**config.mk**
```make
export PLATFORM = sky130hd
export DESIGN_NAME = adc_ring_average_battery_level
export DESIGN_NICKNAME = d
export VERILOG_FILES = /design/src/rtl/arbl_pkg.sv /design/src/rtl/adc_ring_average_battery_level.sv /design/src/rtl/arbl_ram.sv /design/src/rtl/arbl_avg.sv
export SDC_FILE = /design/constraint.sdc
export NUM_CORES = 1
export LEC_CHECK = 0
export BUFFER_PORTS_ARGS = -buffer_cell sky130_fd_sc_hd__buf_4
export CORE_MARGIN = 5
export CORE_UTILIZATION = 55
export CTS_BUF_LIST = sky130_fd_sc_hd__clkbuf_4 sky130_fd_sc_hd__clkbuf_8
export DETAILED_ROUTE_END_ITERATION = 10
export PLACE_DENSITY = 0.73
export SYNTH_ARGS = -nofsm -noshare
export SYNTH_HDL_FRONTEND = slang
export SYNTH_SLANG_ARGS = --single-unit
```
**constraint.sdc**
```tcl
create_clock -name i_clk -period 7.45 [get_ports i_clk]
set_input_delay 1.49 -clock i_clk [delete_from_list [all_inputs] [get_ports i_clk]]
set_output_delay 1.49 -clock i_clk [all_outputs]
set_load 0.005 [all_outputs]
```
**src/rtl/arbl_pkg.sv**
```systemverilog
// ----------------------------------------------------------------------------
// arbl_pkg
// shared widths, codes and reciprocal constants for the battery level block
// ----------------------------------------------------------------------------
package arbl_pkg;

    // number of entries in each ring
    localparam int DEPTH = 8;

    localparam int SAMPLE_W  = 11;
    localparam int HYST_W    = 8;
    localparam int PTR_W     = 8;
    localparam int CHAN_W    = 2;
    localparam int STATUS_W  = 2;
    localparam int CFG_IDX_W = 2;
    localparam int CFG_W     = 11;

    // ring slot index and shared memory geometry (battery ring low, knob ring high)
    localparam int IDX_W    = (DEPTH > 1) ? $clog2(DEPTH) : 1;
    localparam int RAM_D    = 2 * DEPTH;
    localparam int RAM_AW   = $clog2(RAM_D);

    // running sum of the battery ring and floor(sum / DEPTH) by reciprocal
    localparam int SUM_W       = SAMPLE_W + $clog2(DEPTH);
    localparam int RECIP_SHIFT = SUM_W + $clog2(DEPTH);
    localparam int RECIP_W     = SUM_W + 1;
    localparam int PROD_W      = SUM_W + RECIP_W;
    localparam logic [RECIP_W-1:0] RECIP_MUL =
        RECIP_W'(((64'd1 << RECIP_SHIFT) + 64'(DEPTH) - 64'd1) / 64'(DEPTH));

    // configuration register indexes
    localparam logic [CFG_IDX_W-1:0] CFG_EMPTY  = 2'd0;
    localparam logic [CFG_IDX_W-1:0] CFG_LOW    = 2'd1;
    localparam logic [CFG_IDX_W-1:0] CFG_PLENTY = 2'd2;
    localparam logic [CFG_IDX_W-1:0] CFG_HYST   = 2'd3;

    localparam logic [SAMPLE_W-1:0] EMPTY_RST  = 11'd600;
    localparam logic [SAMPLE_W-1:0] LOW_RST    = 11'd700;
    localparam logic [SAMPLE_W-1:0] PLENTY_RST = 11'd800;
    localparam logic [HYST_W-1:0]   HYST_RST   = 8'd16;

    // battery status codes
    localparam logic [STATUS_W-1:0] ST_EMPTY  = 2'd0;
    localparam logic [STATUS_W-1:0] ST_LOW    = 2'd1;
    localparam logic [STATUS_W-1:0] ST_PLENTY = 2'd2;
    localparam logic [STATUS_W-1:0] ST_FULL   = 2'd3;

    // next channel codes
    localparam logic [CHAN_W-1:0] CH_NONE    = 2'd0;
    localparam logic [CHAN_W-1:0] CH_BATTERY = 2'd1;
    localparam logic [CHAN_W-1:0] CH_KNOB    = 2'd2;

endpackage

```
**src/rtl/adc_ring_average_battery_level.sv**
```systemverilog
// ----------------------------------------------------------------------------
// adc_ring_average_battery_level
// converter sample routing into two rings and hysteretic battery classifier
// ----------------------------------------------------------------------------
// A conversion transfer (mode 0) forms high_byte*4 + low_byte and stores it in
// the battery ring or, on alternate events while adjusting, in the knob ring;
// an evaluate transfer (mode 1) reports floor(sum / DEPTH) of the battery ring
// and updates the four-level status with hysteresis. Both rings share one
// ram with registered read. A running sum of the battery ring is kept by
// reading the slot being overwritten and applying new minus old, so the
// average needs no walk over the ring; a two stage reciprocal multiply does
// the divide. One item is worked on at a time and the input stalls until it
// is done: a conversion goes through the ring write, on the battery ring after
// the read of the slot being overwritten, to the result register; an
// evaluate through the two multiply stages, then the classifier that loads
// the status. The next input transfer is taken the cycle after the result
// register loads.
// The result sits in an output register, so the next input transfer is taken
// while a result waits; a finished item holds in its last step only while the
// previous result has not yet been taken. Ring slots never written read
// as zero through per-slot valid bits on the battery ring, so no clearing
// pass is needed after reset. Configuration writes are taken any cycle.
// ----------------------------------------------------------------------------
module adc_ring_average_battery_level (
    input  logic                              i_clk,
    input  logic                              i_rst_n,

    // input item channel
    input  logic                              i_in_valid,
    output logic                              o_in_stall,
    input  logic                              i_mode,
    input  logic [7:0]                        i_high_byte,
    input  logic [7:0]                        i_low_byte,
    input  logic                              i_adjusting,

    // result channel
    output logic                              o_out_valid,
    input  logic                              i_out_stall,
    output logic [arbl_pkg::SAMPLE_W-1:0]     o_sample_value,
    output logic                              o_went_to_knob,
    output logic [arbl_pkg::CHAN_W-1:0]       o_next_channel,
    output logic [arbl_pkg::SAMPLE_W-1:0]     o_battery_average,
    output logic [arbl_pkg::STATUS_W-1:0]     o_battery_status,

    // configuration write port
    input  logic                              i_cfg_we,
    input  logic [arbl_pkg::CFG_IDX_W-1:0]    i_cfg_idx,
    input  logic [arbl_pkg::CFG_W-1:0]        i_cfg_data
);

    typedef enum logic [2:0] {
        S_IDLE,
        S_BATT_WR,
        S_KNOB_WR,
        S_AVG,
        S_RESULT
    } t_state;

    t_state r_state;

    // configuration registers
    logic [arbl_pkg::SAMPLE_W-1:0] r_empty_th;
    logic [arbl_pkg::SAMPLE_W-1:0] r_low_th;
    logic [arbl_pkg::SAMPLE_W-1:0] r_plenty_th;
    logic [arbl_pkg::HYST_W-1:0]   r_hyst;

    // ring bookkeeping
    logic [arbl_pkg::PTR_W-1:0]    r_batt_ptr;
    logic [arbl_pkg::PTR_W-1:0]    r_knob_ptr;
    logic [arbl_pkg::IDX_W-1:0]    r_batt_idx;
    logic [arbl_pkg::IDX_W-1:0]    r_knob_idx;
    logic [arbl_pkg::DEPTH-1:0]    r_batt_vld;
    logic [arbl_pkg::SUM_W-1:0]    r_sum;
    logic                          r_phase;
    logic [arbl_pkg::STATUS_W-1:0] r_status;

    // current item
    logic                          r_mode;
    logic [arbl_pkg::SAMPLE_W-1:0] r_sample;
    logic                          r_to_knob;
    logic [arbl_pkg::CHAN_W-1:0]   r_chan;
    logic [arbl_pkg::SAMPLE_W-1:0] r_avg;

    // result register
    logic                          r_out_valid;
    logic [arbl_pkg::SAMPLE_W-1:0] r_out_sample;
    logic                          r_out_knob;
    logic [arbl_pkg::CHAN_W-1:0]   r_out_chan;
    logic [arbl_pkg::SAMPLE_W-1:0] r_out_avg;
    logic [arbl_pkg::STATUS_W-1:0] r_out_status;

    logic                          w_accept;
    logic                          w_out_free;
    logic [arbl_pkg::SAMPLE_W-1:0] w_sample;
    logic                          w_to_knob;
    logic [arbl_pkg::CHAN_W-1:0]   w_chan;

    logic                          w_ram_we;
    logic [arbl_pkg::RAM_AW-1:0]   w_ram_waddr;
    logic [arbl_pkg::RAM_AW-1:0]   w_batt_addr;
    logic [arbl_pkg::RAM_AW-1:0]   w_knob_addr;
    logic [arbl_pkg::SAMPLE_W-1:0] w_ram_rdata;
    logic [arbl_pkg::SAMPLE_W-1:0] w_old;

    logic [arbl_pkg::IDX_W-1:0]    n_batt_idx;
    logic [arbl_pkg::IDX_W-1:0]    n_knob_idx;
    logic [arbl_pkg::SUM_W-1:0]    n_sum;
    logic [arbl_pkg::STATUS_W-1:0] n_status;

    logic                          w_avg_start;
    logic                          w_avg_done;
    logic [arbl_pkg::SAMPLE_W-1:0] w_avg;

    // ------------------------------------------------------------------------
    // handshake
    // ------------------------------------------------------------------------
    assign o_in_stall = (r_state != S_IDLE);
    assign w_accept   = i_in_valid && (r_state == S_IDLE);
    assign w_out_free = !r_out_valid || !i_out_stall;

    // sample forming and knob/battery alternation (phase toggles per conversion while adjusting)
    assign w_sample  = arbl_pkg::SAMPLE_W'({i_high_byte, 2'b00})
                     + arbl_pkg::SAMPLE_W'(i_low_byte);
    assign w_to_knob = i_adjusting && r_phase;
    assign w_chan    = !i_adjusting ? arbl_pkg::CH_NONE
                     : (r_phase ? arbl_pkg::CH_BATTERY : arbl_pkg::CH_KNOB);

    // ------------------------------------------------------------------------
    // ring memory: battery slots at the bottom, knob slots above
    // ------------------------------------------------------------------------
    assign w_batt_addr = arbl_pkg::RAM_AW'(r_batt_idx);
    assign w_knob_addr = arbl_pkg::RAM_AW'(arbl_pkg::DEPTH)
                       + arbl_pkg::RAM_AW'(r_knob_idx);
    assign w_ram_we    = (r_state == S_BATT_WR) || (r_state == S_KNOB_WR);
    assign w_ram_waddr = (r_state == S_KNOB_WR) ? w_knob_addr : w_batt_addr;

    // the read port always looks at the battery slot about to be overwritten
    arbl_ram #(
        .W (arbl_pkg::SAMPLE_W),
        .D (arbl_pkg::RAM_D)
    ) u_ring_ram (
        .i_clk   (i_clk),
        .i_we    (w_ram_we),
        .i_waddr (w_ram_waddr),
        .i_wdata (r_sample),
        .i_raddr (w_batt_addr),
        .o_rdata (w_ram_rdata)
    );

    // a battery slot never written reads as zero
    assign w_old = r_batt_vld[r_batt_idx] ? w_ram_rdata : '0;
    assign n_sum = r_sum - arbl_pkg::SUM_W'(w_old) + arbl_pkg::SUM_W'(r_sample);

    // slot index follows pointer mod DEPTH, including the 8-bit pointer wrap
    assign n_batt_idx = ((r_batt_ptr == '1)
                        || (r_batt_idx == arbl_pkg::IDX_W'(arbl_pkg::DEPTH - 1)))
                      ? '0 : r_batt_idx + 1'b1;
    assign n_knob_idx = ((r_knob_ptr == '1)
                        || (r_knob_idx == arbl_pkg::IDX_W'(arbl_pkg::DEPTH - 1)))
                      ? '0 : r_knob_idx + 1'b1;

    // ------------------------------------------------------------------------
    // average of the battery ring
    // ------------------------------------------------------------------------
    assign w_avg_start = w_accept && i_mode;

    arbl_avg u_avg (
        .i_clk   (i_clk),
        .i_rst_n (i_rst_n),
        .i_start (w_avg_start),
        .i_sum   (r_sum),
        .o_done  (w_avg_done),
        .o_avg   (w_avg)
    );

    // ------------------------------------------------------------------------
    // hysteresis classifier: avg < th - h written as avg + h < th, no sign bit
    // ------------------------------------------------------------------------
    always_comb begin
        logic [arbl_pkg::SAMPLE_W:0] v;
        logic [arbl_pkg::SAMPLE_W:0] vh;
        logic [arbl_pkg::SAMPLE_W:0] e;
        logic [arbl_pkg::SAMPLE_W:0] l;
        logic [arbl_pkg::SAMPLE_W:0] p;
        v  = {1'b0, w_avg};
        vh = v + (arbl_pkg::SAMPLE_W + 1)'(r_hyst);
        e  = {1'b0, r_empty_th};
        l  = {1'b0, r_low_th};
        p  = {1'b0, r_plenty_th};
        n_status = r_status;
        if (v < l) begin
            if (v < e) begin
                if (vh < e) begin
                    n_status = arbl_pkg::ST_EMPTY;
                end
            end else begin
                if (vh < l) begin
                    n_status = arbl_pkg::ST_LOW;
                end
            end
        end else begin
            if (v < p) begin
                if (vh < p) begin
                    n_status = arbl_pkg::ST_PLENTY;
                end
            end else begin
                n_status = arbl_pkg::ST_FULL;
            end
        end
    end

    // ------------------------------------------------------------------------
    // configuration registers
    // ------------------------------------------------------------------------
    always_ff @(posedge i_clk) begin
        if (!i_rst_n) begin
            r_empty_th  <= arbl_pkg::EMPTY_RST;
            r_low_th    <= arbl_pkg::LOW_RST;
            r_plenty_th <= arbl_pkg::PLENTY_RST;
            r_hyst      <= arbl_pkg::HYST_RST;
        end else if (i_cfg_we) begin
            case (i_cfg_idx)
                arbl_pkg::CFG_EMPTY:  r_empty_th  <= i_cfg_data;
                arbl_pkg::CFG_LOW:    r_low_th    <= i_cfg_data;
                arbl_pkg::CFG_PLENTY: r_plenty_th <= i_cfg_data;
                arbl_pkg::CFG_HYST:   r_hyst      <= i_cfg_data[arbl_pkg::HYST_W-1:0];
                default: ;
            endcase
        end
    end

    // ------------------------------------------------------------------------
    // sequencer, ring state and result register
    // ------------------------------------------------------------------------
    always_ff @(posedge i_clk) begin
        if (!i_rst_n) begin
            r_state     <= S_IDLE;
            r_batt_ptr  <= '0;
            r_knob_ptr  <= '0;
            r_batt_idx  <= '0;
            r_knob_idx  <= '0;
            r_batt_vld  <= '0;
            r_sum       <= '0;
            r_phase     <= 1'b0;
            r_status    <= arbl_pkg::ST_PLENTY;
            r_out_valid <= 1'b0;
        end else begin
            // result taken downstream; a new result loads in S_RESULT instead
            if (r_out_valid && !i_out_stall && (r_state != S_RESULT)) begin
                r_out_valid <= 1'b0;
            end
            case (r_state)
                S_IDLE: begin
                    if (w_accept) begin
                        r_mode    <= i_mode;
                        r_sample  <= i_mode ? '0 : w_sample;
                        r_to_knob <= !i_mode && w_to_knob;
                        r_chan    <= i_mode ? arbl_pkg::CH_NONE : w_chan;
                        r_avg     <= '0;
                        if (!i_mode && i_adjusting) begin
                            r_phase <= !r_phase;
                        end
                        if (i_mode) begin
                            r_state <= S_AVG;
                        end else if (w_to_knob) begin
                            r_state <= S_KNOB_WR;
                        end else begin
                            r_state <= S_BATT_WR;
                        end
                    end
                end
                S_BATT_WR: begin
                    // old slot value arrived from the read issued last cycle
                    r_sum                  <= n_sum;
                    r_batt_vld[r_batt_idx] <= 1'b1;
                    r_batt_ptr             <= r_batt_ptr + 1'b1;
                    r_batt_idx             <= n_batt_idx;
                    r_state                <= S_RESULT;
                end
                S_KNOB_WR: begin
                    r_knob_ptr <= r_knob_ptr + 1'b1;
                    r_knob_idx <= n_knob_idx;
                    r_state    <= S_RESULT;
                end
                S_AVG: begin
                    if (w_avg_done) begin
                        r_avg    <= w_avg;
                        r_status <= n_status;
                        r_state  <= S_RESULT;
                    end
                end
                S_RESULT: begin
                    if (w_out_free) begin
                        r_out_valid  <= 1'b1;
                        r_out_sample <= r_sample;
                        r_out_knob   <= r_to_knob;
                        r_out_chan   <= r_chan;
                        r_out_avg    <= r_mode ? r_avg : '0;
                        r_out_status <= r_status;
                        r_state      <= S_IDLE;
                    end
                end
                default: begin
                    r_state <= S_IDLE;
                end
            endcase
        end
    end

    assign o_out_valid       = r_out_valid;
    assign o_sample_value    = r_out_sample;
    assign o_went_to_knob    = r_out_knob;
    assign o_next_channel    = r_out_chan;
    assign o_battery_average = r_out_avg;
    assign o_battery_status  = r_out_status;

endmodule

```
**src/rtl/arbl_ram.sv**
```systemverilog
// ----------------------------------------------------------------------------
// arbl_ram
// generic single write port, single read port ram with registered read data
// ----------------------------------------------------------------------------
module arbl_ram #(
    parameter int W = 11,
    parameter int D = 16
) (
    input  logic                 i_clk,
    input  logic                 i_we,
    input  logic [$clog2(D)-1:0] i_waddr,
    input  logic [W-1:0]         i_wdata,
    input  logic [$clog2(D)-1:0] i_raddr,
    output logic [W-1:0]         o_rdata
);

    logic [W-1:0] r_mem [D];
    logic [W-1:0] r_rdata;

    always_ff @(posedge i_clk) begin
        if (i_we) begin
            r_mem[i_waddr] <= i_wdata;
        end
        r_rdata <= r_mem[i_raddr];
    end

    assign o_rdata = r_rdata;

endmodule

```
**src/rtl/arbl_avg.sv**
```systemverilog
// ----------------------------------------------------------------------------
// arbl_avg
// two stage floor average: running sum times reciprocal, then shift
// ----------------------------------------------------------------------------
module arbl_avg (
    input  logic                           i_clk,
    input  logic                           i_rst_n,
    input  logic                           i_start,
    input  logic [arbl_pkg::SUM_W-1:0]     i_sum,
    output logic                           o_done,
    output logic [arbl_pkg::SAMPLE_W-1:0]  o_avg
);

    logic [arbl_pkg::PROD_W-1:0]   r_prod;
    logic [arbl_pkg::SAMPLE_W-1:0] r_avg;
    logic                          r_v1;
    logic                          r_v2;

    always_ff @(posedge i_clk) begin
        if (!i_rst_n) begin
            r_v1 <= 1'b0;
            r_v2 <= 1'b0;
        end else begin
            r_v1 <= i_start;
            r_v2 <= r_v1;
        end
        // exact floor division for every sum that fits the sum width
        r_prod <= arbl_pkg::PROD_W'(i_sum) * arbl_pkg::PROD_W'(arbl_pkg::RECIP_MUL);
        r_avg  <= r_prod[arbl_pkg::RECIP_SHIFT +: arbl_pkg::SAMPLE_W];
    end

    assign o_done = r_v2;
    assign o_avg  = r_avg;

endmodule
```
Yosys cells after proc, flatten, opt, wreduce, memory -nomap -nowiden
Memories as Yosys holds them, arrays and structs flattened. A register that Yosys moved wholly into a read port is not among the register bits.
Cells that the tools add are included.
{"block": "word_totals", "regBits": 172, "latch_bits": 0, "ram_bits": 176, "mem_bits_ro": 0, "input_bits": 36, "output_inout_bits": 29, "elab_cells": 127, "memories": 1}
{"memory": "u_ring_ram.r_mem", "depth": 16, "word_bits": 11, "rd": 1, "rd_clocked_by_memory_dff": 1, "write_ports": 1, "line_no": "arbl_ram.sv:17", "source": "logic [W-1:0] r_mem [D];"}
{"block": "classes", "n_addsub": 9, "n_mul": 0, "div_mod_pow": 0, "magnitude_cmp": 8, "n_eq_ne": 18, "shifts": 0, "mux": 29, "bitwise": 2, "n_reduce_logical": 32}
{"cell": "12-bit by 11-bit less-than comparator with 1-bit output", "n": 3}
{"cell": "11-bit less-than comparator", "n": 3}
{"cell": "11-bit 2-to-1 mux", "n": 3}
{"cell": "11-bit one-hot mux with 2 select lines", "n": 1}
{"cell": "2-bit 2-to-1 mux", "n": 9}
{"cell": "8-bit by 1-bit adder with 8-bit output (second input constant)", "n": 2}
{"cell": "8-bit equality test (second input constant)", "n": 2}
{"cell": "3-bit 2-to-1 mux", "n": 5}
{"cell": "14-bit by 11-bit adder with 14-bit output", "n": 1}
{"cell": "14-bit by 11-bit subtractor with 14-bit output", "n": 1}
{"cell": "11-bit by 8-bit adder with 12-bit output", "n": 1}
{"cell": "3-bit one-hot mux with 4 select lines", "n": 1}
{"cell": "3-bit AND reduction", "n": 4}
{"cell": "10-bit by 8-bit adder with 11-bit output", "n": 1}
{"cell": "3-bit equality test (second input constant)", "n": 3}
{"cell": "1-bit logical AND", "n": 8}
{"cell": "8-bit OR", "n": 1}
{"cell": "2-bit AND reduction", "n": 4}
{"cell": "1-bit 2-to-1 mux", "n": 7}
{"cell": "3-bit by 1-bit adder with 3-bit output (second input constant)", "n": 2}
{"cell": "3-bit by 2-bit equality test with 1-bit output (second input constant)", "n": 2}
{"cell": "3-bit by 2-bit inequality test with 1-bit output (second input constant)", "n": 2}
{"cell": "5-bit AND reduction", "n": 1}
{"cell": "4-bit by 3-bit adder with 4-bit output (first input constant)", "n": 1}
{"cell": "21 further kinds", "n": 30}

Logic depth before layout (Yosys ltp)
Gate-level depths: netlist of run 1.
{"block": "depth", "word_depth": 6, "ltp_mapped": 18, "mapped_depth_nobuf": 18}

Hierarchy
A second synthesis of run 1 with hierarchy kept.
{"block": "hier_totals", "hier_cells": 1260, "area_unflattened_um2": 16188.0}
{"module": "adc_ring_average_battery_level", "instances": 1, "cells_each": 929, "area_each_um2": 8697.1, "seq_area_each_um2": 3433.3}
{"module": "arbl_ram", "instances": 1, "cells_each": 305, "area_each_um2": 6998.0, "seq_area_each_um2": 5505.3}
{"module": "arbl_avg", "instances": 1, "cells_each": 26, "area_each_um2": 493.0, "seq_area_each_um2": 480.5}

Least setup slack after synthesis of run 1
No wires, ideal clock.
{"block": "synth_timing", "kind": "reg-to-reg", "from": "reg r_batt_idx[1] (netlist name)", "to": "reg r_sum[13] (netlist name)", "setup_ps": 115, "arrival_ps": 3872, "required_time_ps": 7335, "setup_slack_ps": 3463, "path_stages_with_launch": 18, "path_buffers": 2, "period_less_slack_ps": 3987, "cell_sequence": "dfxtp_1 > clkbuf_1 > mux2_2 > a32oi_1 > o21ai_0 > clkbuf_1 > and2_1 > fa_1 > inv_1 > ha_1 > a211oi_2 > o21ai_1 > a21oi_2 > o31ai_2 > o31a_1 > o41ai_2 > xnor2_1 > and2_1"}
{"block": "synth_via", "elab_chain_len": 5}
{"item": "from (decl)", "line_no": "adc_ring_average_battery_level.sv:70", "source": "logic [arbl_pkg::IDX_W-1:0] r_batt_idx;"}
{"item": "from (signal assigned)", "line_no": "adc_ring_average_battery_level.sv:277", "source": "r_batt_idx <= n_batt_idx;"}
{"item": "1-bit binary-select mux with 3-bit select", "line_no": "adc_ring_average_battery_level.sv:151", "source": "assign w_old = r_batt_vld[r_batt_idx] ? w_ram_rdata : '0;"}
{"item": "1-bit 2-to-1 mux (implied by the code)", "line_no": "adc_ring_average_battery_level.sv:151"}
{"item": "11-bit 2-to-1 mux", "line_no": "adc_ring_average_battery_level.sv:151"}
{"item": "14-bit by 11-bit subtractor with 14-bit output", "line_no": "adc_ring_average_battery_level.sv:152", "source": "assign n_sum = r_sum - arbl_pkg::SUM_W'(w_old) + arbl_pkg::SUM_W'(r_sample);"}
{"item": "14-bit by 11-bit adder with 14-bit output", "line_no": "adc_ring_average_battery_level.sv:152"}
{"item": "to (signal assigned)", "line_no": "adc_ring_average_battery_level.sv:274", "source": "r_sum <= n_sum;"}
{"item": "to (decl)", "line_no": "adc_ring_average_battery_level.sv:73", "source": "logic [arbl_pkg::SUM_W-1:0] r_sum;"}
No other way between the ends. The select of a mux whose other input is x is not followed.
A chain may end at the register's enable or synchronous reset.

Final worst setup path of run 1
{"block": "layout_timing", "from": "reg r_batt_idx[0] (netlist name)", "to": "reg r_sum[13] (netlist name)"}
Same word-level chain as after synthesis.

==> flow_summary.ini, run 1 <==
[status]
status = completed

[sta]
rsz0062_at_grt = no
period_share_pct = 64.47
slew_violations = 0
fmax_mhz = 208.2
layout_min_cycle_time_ns = 4.803
fin_skew_ns = 0.02785
setup_violations = 0
slew_headroom_pct = 25.05
hold_violations = 0
setup_tns_ns = 0
worstMarginPinSlew_ns = 1.118

[clock_tree]
clk_pin_slew_worst_paths_ns = 0.06
cts.sinks = 257
h-tree-depth = 2
cts-root-buf = clkbuf_8
numCtsBuffers = 42
cts-resized-gates = 0
insertion_delay_ns = 0.55
cts_tree = built
cts_setup_buffers = 0
cts_hold_buf = 0
clock_path_buffers = 3

[setup_path]
timing.rr.start = r_batt_idx[0]
path_class = reg2reg
path_max_fanout = 24
cp_data_arrival_time_ns = 5.24
cp-start-kind = flop
cp-end-kind = flop
startpoint = r_batt_idx[0]
critPathRequiredTime_ns = 7.88

[floorplanning]
die_y_um = 158.0
die_area_sq_um = 24980
core_area_sq_um = 21690
pin_count = 65
rows = 54
die_w_um = 158.0
initial_core_util_pct = 55.58

[global_route]
grt.overflow.total = 0
grt_pass1_wl_mm = 39.59
antenna_found_initial = 0
grt_max_degree = 89
grtUsageTotal_pct = 20.15
grt_pass1_vias = 7674

[routing]
drt-wirelength-per-cell_um = 16.68
drtIter0Drc = 471
vias = 8018
drc = 0
via_per_inst = 5.436
wirelength_mm = 24.61
drtAntennaViolNets = 0
first_pass_iters = 5

[cells_and_area]
syn_to_final_growth_pct = 13.94
drive_gt1_share_pct = 14.98
nets = 1301
fillers = 1678
antennaDiodeCount = 0

[logic_synthesis]
synth-xor-area-share_pct = 1.816
netlist_area_sq_um = 12050
muxShareOfSynthArea_pct = 2.709
syn-num-nets = 1217
synth-adder-area-share_pct = 11.60
synth_seq_cells = 257
synth_flop_cell = edfxtp_1
synth_top_family_by_area = simple AND/OR/NAND/NOR gates
synth_edf_count = 141
ys_seq_area_share_pct = 54.39
async_reset_ff_share_pct = 0
synth_area_per_cell_sq_um = 11.19
syn_inst = 1077
ys.warnings.count = 0
synth_simple_gate_area_share_pct = 12.77
yosys.cell_types.count = 63
synth_compound_area_share_pct = 12.73

[pwr]
ir_worst_vdd_uv = 157.8
p_leak_nw = 5.526
power_density_nw_per_um2 = 319.1
finalPower_mw = 4.383

[hold_path]
worstHoldStart = u_avg.r_prod[22]
hold_class = reg2reg

[placed_design]
globalplace.congestion = 0.8487
port_buffers = 64
dp_hpwl_mm = 17.54

[flow_run]
drv_cap = 0
[registers in the layout, indices dropped and copies added (netlist names), 3 cells and up]
signal / flops
u_avg.r_prod: 11
r_hyst: 8
o_battery_average: 11
u_avg.o_avg: 11
r_low_th: 11
u_ring_ram.r_mem: 88
r_state: 3
r_batt_ptr: 8
r_sum: 14
r_empty_th: 11
u_ring_ram.o_rdata: 11
r_batt_idx: 3
r_plenty_th: 11
r_avg: 11
r_batt_vld: 8
o_sample_value: 11
r_sample: 11
[cells in the mapped netlist, types with 4 or more instances]
cell type	instances	area, sq um
o21a_1	19	142.6
o211ai_1	16	120.1
nand3_1	13	65.06
a221oi_1	11	96.34
nand2_1	119	446.7
nand2b_1	8	50.05
mux4_2	6	135.1
o21bai_1	4	30.03
and2_1	50	312.8
dfxtp_1	116	2322
a21boi_0	38	285.3
a211oi_1	10	75.07
a22oi_1	6	45.04
nor2b_1	19	118.9
xnor2_1	18	157.7
inv_1	88	330.3
mux2i_1	9	90.09
a2111oi_0	4	35.03
a31oi_1	5	31.28
mux2_2	9	101.4
fa_1	13	260.3
nor3_1	16	80.08
or3_1	4	25.02
o22ai_1	7	43.79
nand4_1	5	31.28
xor2_1	7	61.31
a21oi_1	26	130.1
clkbuf_1	31	116.4
nor2_1	63	236.5
ha_1	91	1139
a21o_1	9	67.56
edfxtp_1	141	4234
buf_1	4	15.01
and3_1	11	68.82
o21ai_0	39	195.2
[critical path, cell delays in order, from the launching register on]
cell	delay, ns
dfxtp_1	0.91
buf_4	0.39
nor2b_1	0.41
a32oi_1	0.10
o21ai_0	0.14
buf_4	0.20
and2_1	0.15
fa_1	0.45
inv_1	0.08
ha_1	0.25
a211oi_2	0.25
o21ai_1	0.14
a21oi_2	0.21
o31ai_2	0.11
o31a_1	0.27
o41ai_2	0.36
xnor2_1	0.09
and2_1	0.15
[path summary, 6_finish.rpt]
path	end	slack, ns	cells after the start
worst max-delay path	r_sum[13]	2.65	17
worst min-delay path	u_avg.o_avg[5]	0.32	0
worst max register to register	r_sum[13]	2.65	17
worst min register to register	u_avg.o_avg[5]	0.32	0
[through the flow]
stage	hold WS (ns)	worst slack (ns)	cells	util (%)	instance area [sq um]
final	0.3239	2.647	1475	63.33	13730
after global routing	0.3219	2.233	1475	63.33	13730
after CTS	0.3216	2.648	1475	63.33	13730
after detailed placement	0.3121	2.685	1397	59.28	12860
after global placement	0.3101	2.820	1397	59.28	12860
after floorplan	0.3096	3.463	1077	-	12050
[report_power, final]
| part | internal [mW] | switching, mW | leakage (nW) |
|---|---|---|---|
| clock network | 0.705 | 0.537 | 0.475 |
| logic | 0.578 | 0.745 | 2.82 |
| registers | 1.68 | 0.138 | 2.23 |
| total | 2.96 | 1.42 | 5.53 |
[per-layer routing]
layer  up-vias  share of wire (%)  GRT usage [%]
met5         -                  0              0
met4         0                1.6          5.443
met3        32                6.5          3.773
met2       227                 44          30.56
met1      3760                 48          29.97
li1       3999                  -              -
[cell usage in the layout (no fill, tap or decap), drive strengths merged, types with 18 or more instances in the layout]
cell type  netlist  routed
edfxtp         141     141
inv             88      91
nand2          119     119
ha              91      91
o21a            19      19
buf              7      78
a21oi           27      27
and2            50      50
xnor2           18      18
o21ai           40      40
clkbuf          31      70
nor2b           19      19
nor2            63      63
a21boi          38      38
dfxtp          116     116
[cell type report]
class | count | area, sq um | share of cell area, %
tap | 280 | 350.3 | 2.551
clock buffer | 70 | 825.8 | 6.013
inverter | 89 | 334.1 | 2.432
clock inverter | 8 | 52.55 | 0.3826
timing repair buffer | 78 | 585.6 | 4.263
sequential | 257 | 6556 | 47.74
multi-input combinational | 693 | 5030 | 36.62
[cell families after synthesis]
group | count (synthesis)
mux | 24
compound gates | 219
fa+ha+maj | 104
buf+inv | 127
flops | 257
xor+xnor | 25
simple gates | 321
Note: power is estimated with default switching activity, not from simulation.
==> run 2, diff against run 1 <==
- clock period: 7.45 -> 5 ns (I/O delays scaled with it)
==> flow_summary.ini, run 2 (synthesis gave the netlist of run 1 again) <==
[pwr]
p_comb_share_pct = 29.6
p_int_mw = 4.572
power_density_nw_per_um2 = 484.6
ir_worst_vdd_uv = 303.3
p_sw_share_pct = 32.07
p_leak_nw = 5.609
switchingPower_mw = 2.158
pwr-share-clk_pct = 30.2
pwr-share-seq_pct = 40.2

[cells_and_area]
reg_top3 = u_ring_ram.r_mem x88, r_sum x14
utilization_pct = 64.04
fillers = 1709
drive_gt1_share_pct = 15.84
antennaDiodeCount = 0
nets = 1311
final_cell_mix = 141 x edfxtp_1, 119 x nand2_1, 116 x dfxtp_1
syn_to_final_growth_pct = 15.22
final_common_cell = edfxtp_1
regMostFlops = u_ring_ram.r_mem
largest_reg_flops = 88

[sta]
hold_violations = 0
fin_skew_ns = 0.03314
worstMarginPinSlew_ns = 1.055
slew_headroom_pct = 29.52
setup_violations = 0
rsz0062_at_grt = no
layout_min_cycle_time_ns = 4.244
slew_violations = 0
timing.hold.ws_ns = 0.3168
fmax_mhz = 235.6
setup_tns_ns = 0
period_share_pct = 84.87

[global_route]
grtUsageTotal_pct = 21.07
grt_max_degree = 89
grt_pass1_vias = 7988
grt_pass1_wl_mm = 41.50
antenna_found_initial = 0
grt.overflow.total = 0

[setup_path]
critPathRequiredTime_ns = 5.44
cp-start-kind = flop
cp-end-kind = flop
path_max_fanout = 15
path_class = reg2reg
cp_data_arrival_time_ns = 4.68

[clock_tree]
cts-root-buf = clkbuf_8
h-tree-depth = 2
insertion_delay_ns = 0.55
cts-resized-gates = 0
cts.sinks = 257
cts_hold_buf = 0
clk_pin_slew_worst_paths_ns = 0.06
numCtsBuffers = 44
clock_path_buffers = 3
cts_tree = built
cts_setup_buffers = 0

[floorplanning]
rows = 54
die_w_um = 158.0
die_area_sq_um = 24980
pin_count = 65
die_y_um = 158.0
core_area_sq_um = 21690
initial_core_util_pct = 55.58

[routing]
first_pass_iters = 5
vias = 8133
drc = 0
via_per_inst = 5.473
drtAntennaViolNets = 0
drtIter0Drc = 439
drt-wirelength-per-cell_um = 17.28
wirelength_mm = 25.67

[flow_run]
drv_cap = 0

[hold_path]
hold_class = reg2reg

[status]
status = completed

[placed_design]
dp_hpwl_mm = 18.05
port_buffers = 64
globalplace.congestion = 0.8654
-- run 2: cell types whose count changed in the layout (fill, tap and decap cells not counted) --
cell,before,now
clkinvlp_4,0,1
clkbuf_4,22,14
inv_8,2,1
buf_4,78,86
clkinv_2,2,8
clkbuf_8,48,51
clkinv_1,4,3
bufinv_16,0,3
-- run 2: worst paths after layout --
check | from | end | slack, ns | depth (start not counted)
worst min-delay path | u_avg.r_prod[18] | u_avg.o_avg[1] | 0.32 | 0
worst max-delay path | r_batt_idx[0] | r_sum[13] | 0.76 | 17
worst max register to register | r_batt_idx[0] | r_sum[13] | 0.76 | 17
worst min register to register | u_avg.r_prod[18] | u_avg.o_avg[1] | 0.32 | 0
-- run 2: critical path, cell delays in order (launching register included) --
cell and delay, ns:
dfxtp_1 0.63, buf_4 0.30, nor3b_1 0.07, nor3_1 0.16, o21ai_0 0.10, buf_4 0.18
and2_1 0.17, fa_1 0.53, inv_1 0.06, ha_1 0.32, a211oi_2 0.27, o21ai_1 0.14
a21oi_2 0.22, o31ai_2 0.11, o31a_1 0.26, o41ai_2 0.36, xnor2_1 0.09, and2_1 0.15
-- run 2: layout make-up --
cell class                      count  area, sq um  area share, %
Multi-Input combinational cell    693         5030          36.22
Clock buffer                       65        807.0          5.811
Clock inverter                     16        165.2          1.189
Inverter                           89        334.1          2.405
Tap cell                          280        350.3          2.523
Timing Repair Buffer               86        645.6          4.649
Sequential cell                   257         6556          47.21
-- run 2: metrics by stage --
stage	setup slack [ns]	cell area, sq um	std cells	total power, mW
after floorplan	1.013	12050	1077	4.160
final	0.7563	13890	1486	6.731
after global routing	0.4296	13890	1486	7.204
after CTS	0.7488	13890	1486	6.774
after global placement	0.8792	12920	1405	4.653
after detailed placement	0.7505	12920	1405	4.713
-- run 2: power groups by stage --
stage / clock network, mW / logic, mW / registers [mW]
final: 2.03 / 1.99 / 2.71
after global routing: 2.19 / 2.28 / 2.74
after global placement: 0 / 1.91 / 2.74
after floorplan: 0 / 1.51 / 2.65
after CTS: 2.08 / 1.98 / 2.71
after detailed placement: 0 / 1.96 / 2.75
-- run 2: per-layer routing --
layer	vias up	GRT usage (%)	routed length, um
li1	4031	-	-
met1	3867	30.89	12240
met2	196	32.25	11570
met3	39	4.046	1398
met4	0	6.011	465
met5	-	0	0
==> run 3, diff against run 2 <==
- clock period: 5 -> 4.3 ns (I/O delays scaled with it)
==> flow_summary.ini, run 3 (synthesis gave the netlist of run 1 again) <==
[setup_path]
cpMostUsedCell = and2_1
critPathRequiredTime_ns = 4.72
r2r_slack_ns = 0.25
path_class = reg2reg
timing.rr.start = r_batt_idx[0]
critPathMaxStageDelay_ns = 0.56
cp_slowest_cell = fa_1
cp_data_arrival_time_ns = 4.47
crit-reg2reg-capture = r_sum[13]
cp-end-kind = flop
reg2reg_depth = 15
cp-start-kind = flop
crit_chain = and2_1 > a221oi_1 > o21ai_2 > and2_1 > fa_1 > inv_1 > ha_1 > a211oi_2 > o21ai_1 > a21oi_2 > o31ai_2 > o31a_1 > o41ai_2 > xnor2_1 > and2_1
path_max_fanout = 8

[routing]
drt-wirelength-per-cell_um = 17.41
vias = 8116
via_per_inst = 5.462
drtAntennaViolNets = 0
first_pass_iters = 5
wirelength_mm = 25.87
drtIter0Drc = 515
drc = 0

[global_route]
met2_usage_pct = 32.23
top_usage_layer = met2
grt.overflow.total = 0
gr-usage-met3_pct = 4.456
grt_max_degree = 87
grtUsageTotal_pct = 21.10
grt_pass1_vias = 7844
grt_util_met1_pct = 30.92
antenna_found_initial = 0
grt_pass1_wl_mm = 41.62

[sta]
hold_violations = 0
slew_headroom_pct = 30.30
fin_skew_ns = 0.02327
worstMarginPinSlew_ns = 1.042
setup_violations = 0
fmax_mhz = 246.9
slew_violations = 0
setup_tns_ns = 0
layout_min_cycle_time_ns = 4.050
fin_ws_ns = 0.2498
period_share_pct = 94.19

[flow_run]
drv_cap = 0

[hold_path]
holdPathStages = 0
hold_class = reg2reg
worstHoldStart = u_avg.r_prod[20]
min_to = u_avg.o_avg[3]

[floorplanning]
die_w_um = 158.0
die_area_sq_um = 24980
initial_core_util_pct = 55.58
die_y_um = 158.0
rows = 54
core_area_sq_um = 21690
pin_count = 65

[placed_design]
dp_slack_ns = 0.1853
dp_hpwl_mm = 18.36
port_buffers = 64
dpl_cell_area_sq_um = 12950
placed_cells = 1409
globalplace.congestion = 0.8589

[pwr]
power_density_nw_per_um2 = 560.5
ir_worst_vdd_uv = 284.7
p_leak_nw = 5.605

[cells_and_area]
reg_top3 = u_ring_ram.r_mem x88, r_sum x14
utilization_pct = 64.05
final_cells = 1486
syn_to_final_growth_pct = 15.25
stdcell_area_sq_um = 13890
regMostFlops = u_ring_ram.r_mem
largest_reg_flops = 88
drive_gt1_share_pct = 16.42
final_cell_mix = 141 x edfxtp_1, 119 x nand2_1, 114 x dfxtp_1
antennaDiodeCount = 0
final_common_cell = edfxtp_1
nets = 1313

[clock_tree]
cts_tree = built
cts-root-buf = clkbuf_8
clock_path_buffers = 3
insertion_delay_ns = 0.53
cts_setup_buffers = 0
numCtsBuffers = 42
cts_hold_buf = 0
h-tree-depth = 2
cts.sinks = 257
clk_pin_slew_worst_paths_ns = 0.07

[status]
status = completed
[run 3: cell types whose count changed in the layout (fill, tap and decap cells not counted), sizes merged]
cell,before,now
clkbuf,65,61
inv,90,89
buf,86,90
clkinv,11,10
clkinvlp,1,3
[run 3: stage by stage]
step	hold slack [ns]	power, mW
global route	0.2982	8.332
CTS	0.2995	7.802
detailed placement	0.3121	5.495
floorplan	0.3096	4.837
global placement	0.3100	5.427
finish	0.3068	7.787
[run 3: how the worst max path moves through the flow]
| stage | to | depth (start not counted) | slack, ns | startpoint |
|---|---|---|---|---|
| 2_1_floorplan | r_sum[13] | 17 | 0.31 | r_batt_idx[1] |
| 3_5_place_dp | r_sum[13] | 16 | 0.19 | r_batt_idx[0] |
| 4_1_cts | r_sum[13] | 16 | 0.12 | r_batt_idx[0] |
| 3_3_place_gp | r_sum[13] | 16 | 0.31 | r_batt_idx[0] |
| 5_1_grt | r_sum[13] | 15 | -0.004 | r_batt_idx[0] |
| 6_report | r_sum[13] | 15 | 0.25 | r_batt_idx[0] |
[run 3: per-layer routing]
layer	routed length, um	vias to the layer above	part of all wire (%)
met5	0	-	0
met4	527	0	2.0
met3	1725	47	6.7
met2	11430	227	44
met1	12180	3810	47
li1	-	4032	-
[run 3: critical path: cells and delay by family (launching register included)]
| family | cells | cell delay, ns |
|---|---|---|
| simple gates | 3 | 0.56 |
| buf+inv | 1 | 0.06 |
| xor+xnor | 1 | 0.10 |
| compound gates | 8 | 1.98 |
| flops | 1 | 0.37 |
| fa+ha+maj | 2 | 0.89 |
[run 3: layout make-up]
| cell class | count | area, sq um |
|---|---|---|
| fillers | 1729 | 7796 |
| clock buffers | 61 | 758.2 |
| flip-flops and latches | 257 | 6559 |
| inverters | 89 | 334.1 |
| well taps | 280 | 350.3 |
| multi-input cells | 693 | 5052 |
| clock inverters | 16 | 162.7 |
| repair buffers | 90 | 675.6 |
[run 3: repair_timing]
item	4_1_cts	5_1_grt
gates resized for setup	0	8
setup endpoints to repair	0	6
endpoints found under the hold margin	0	0
[run 3: report_power, final]
group	internal, mW	switching, mW
clock	1.32	0.954
combinational	1.03	1.34
sequential	2.91	0.229
total	5.26	2.53
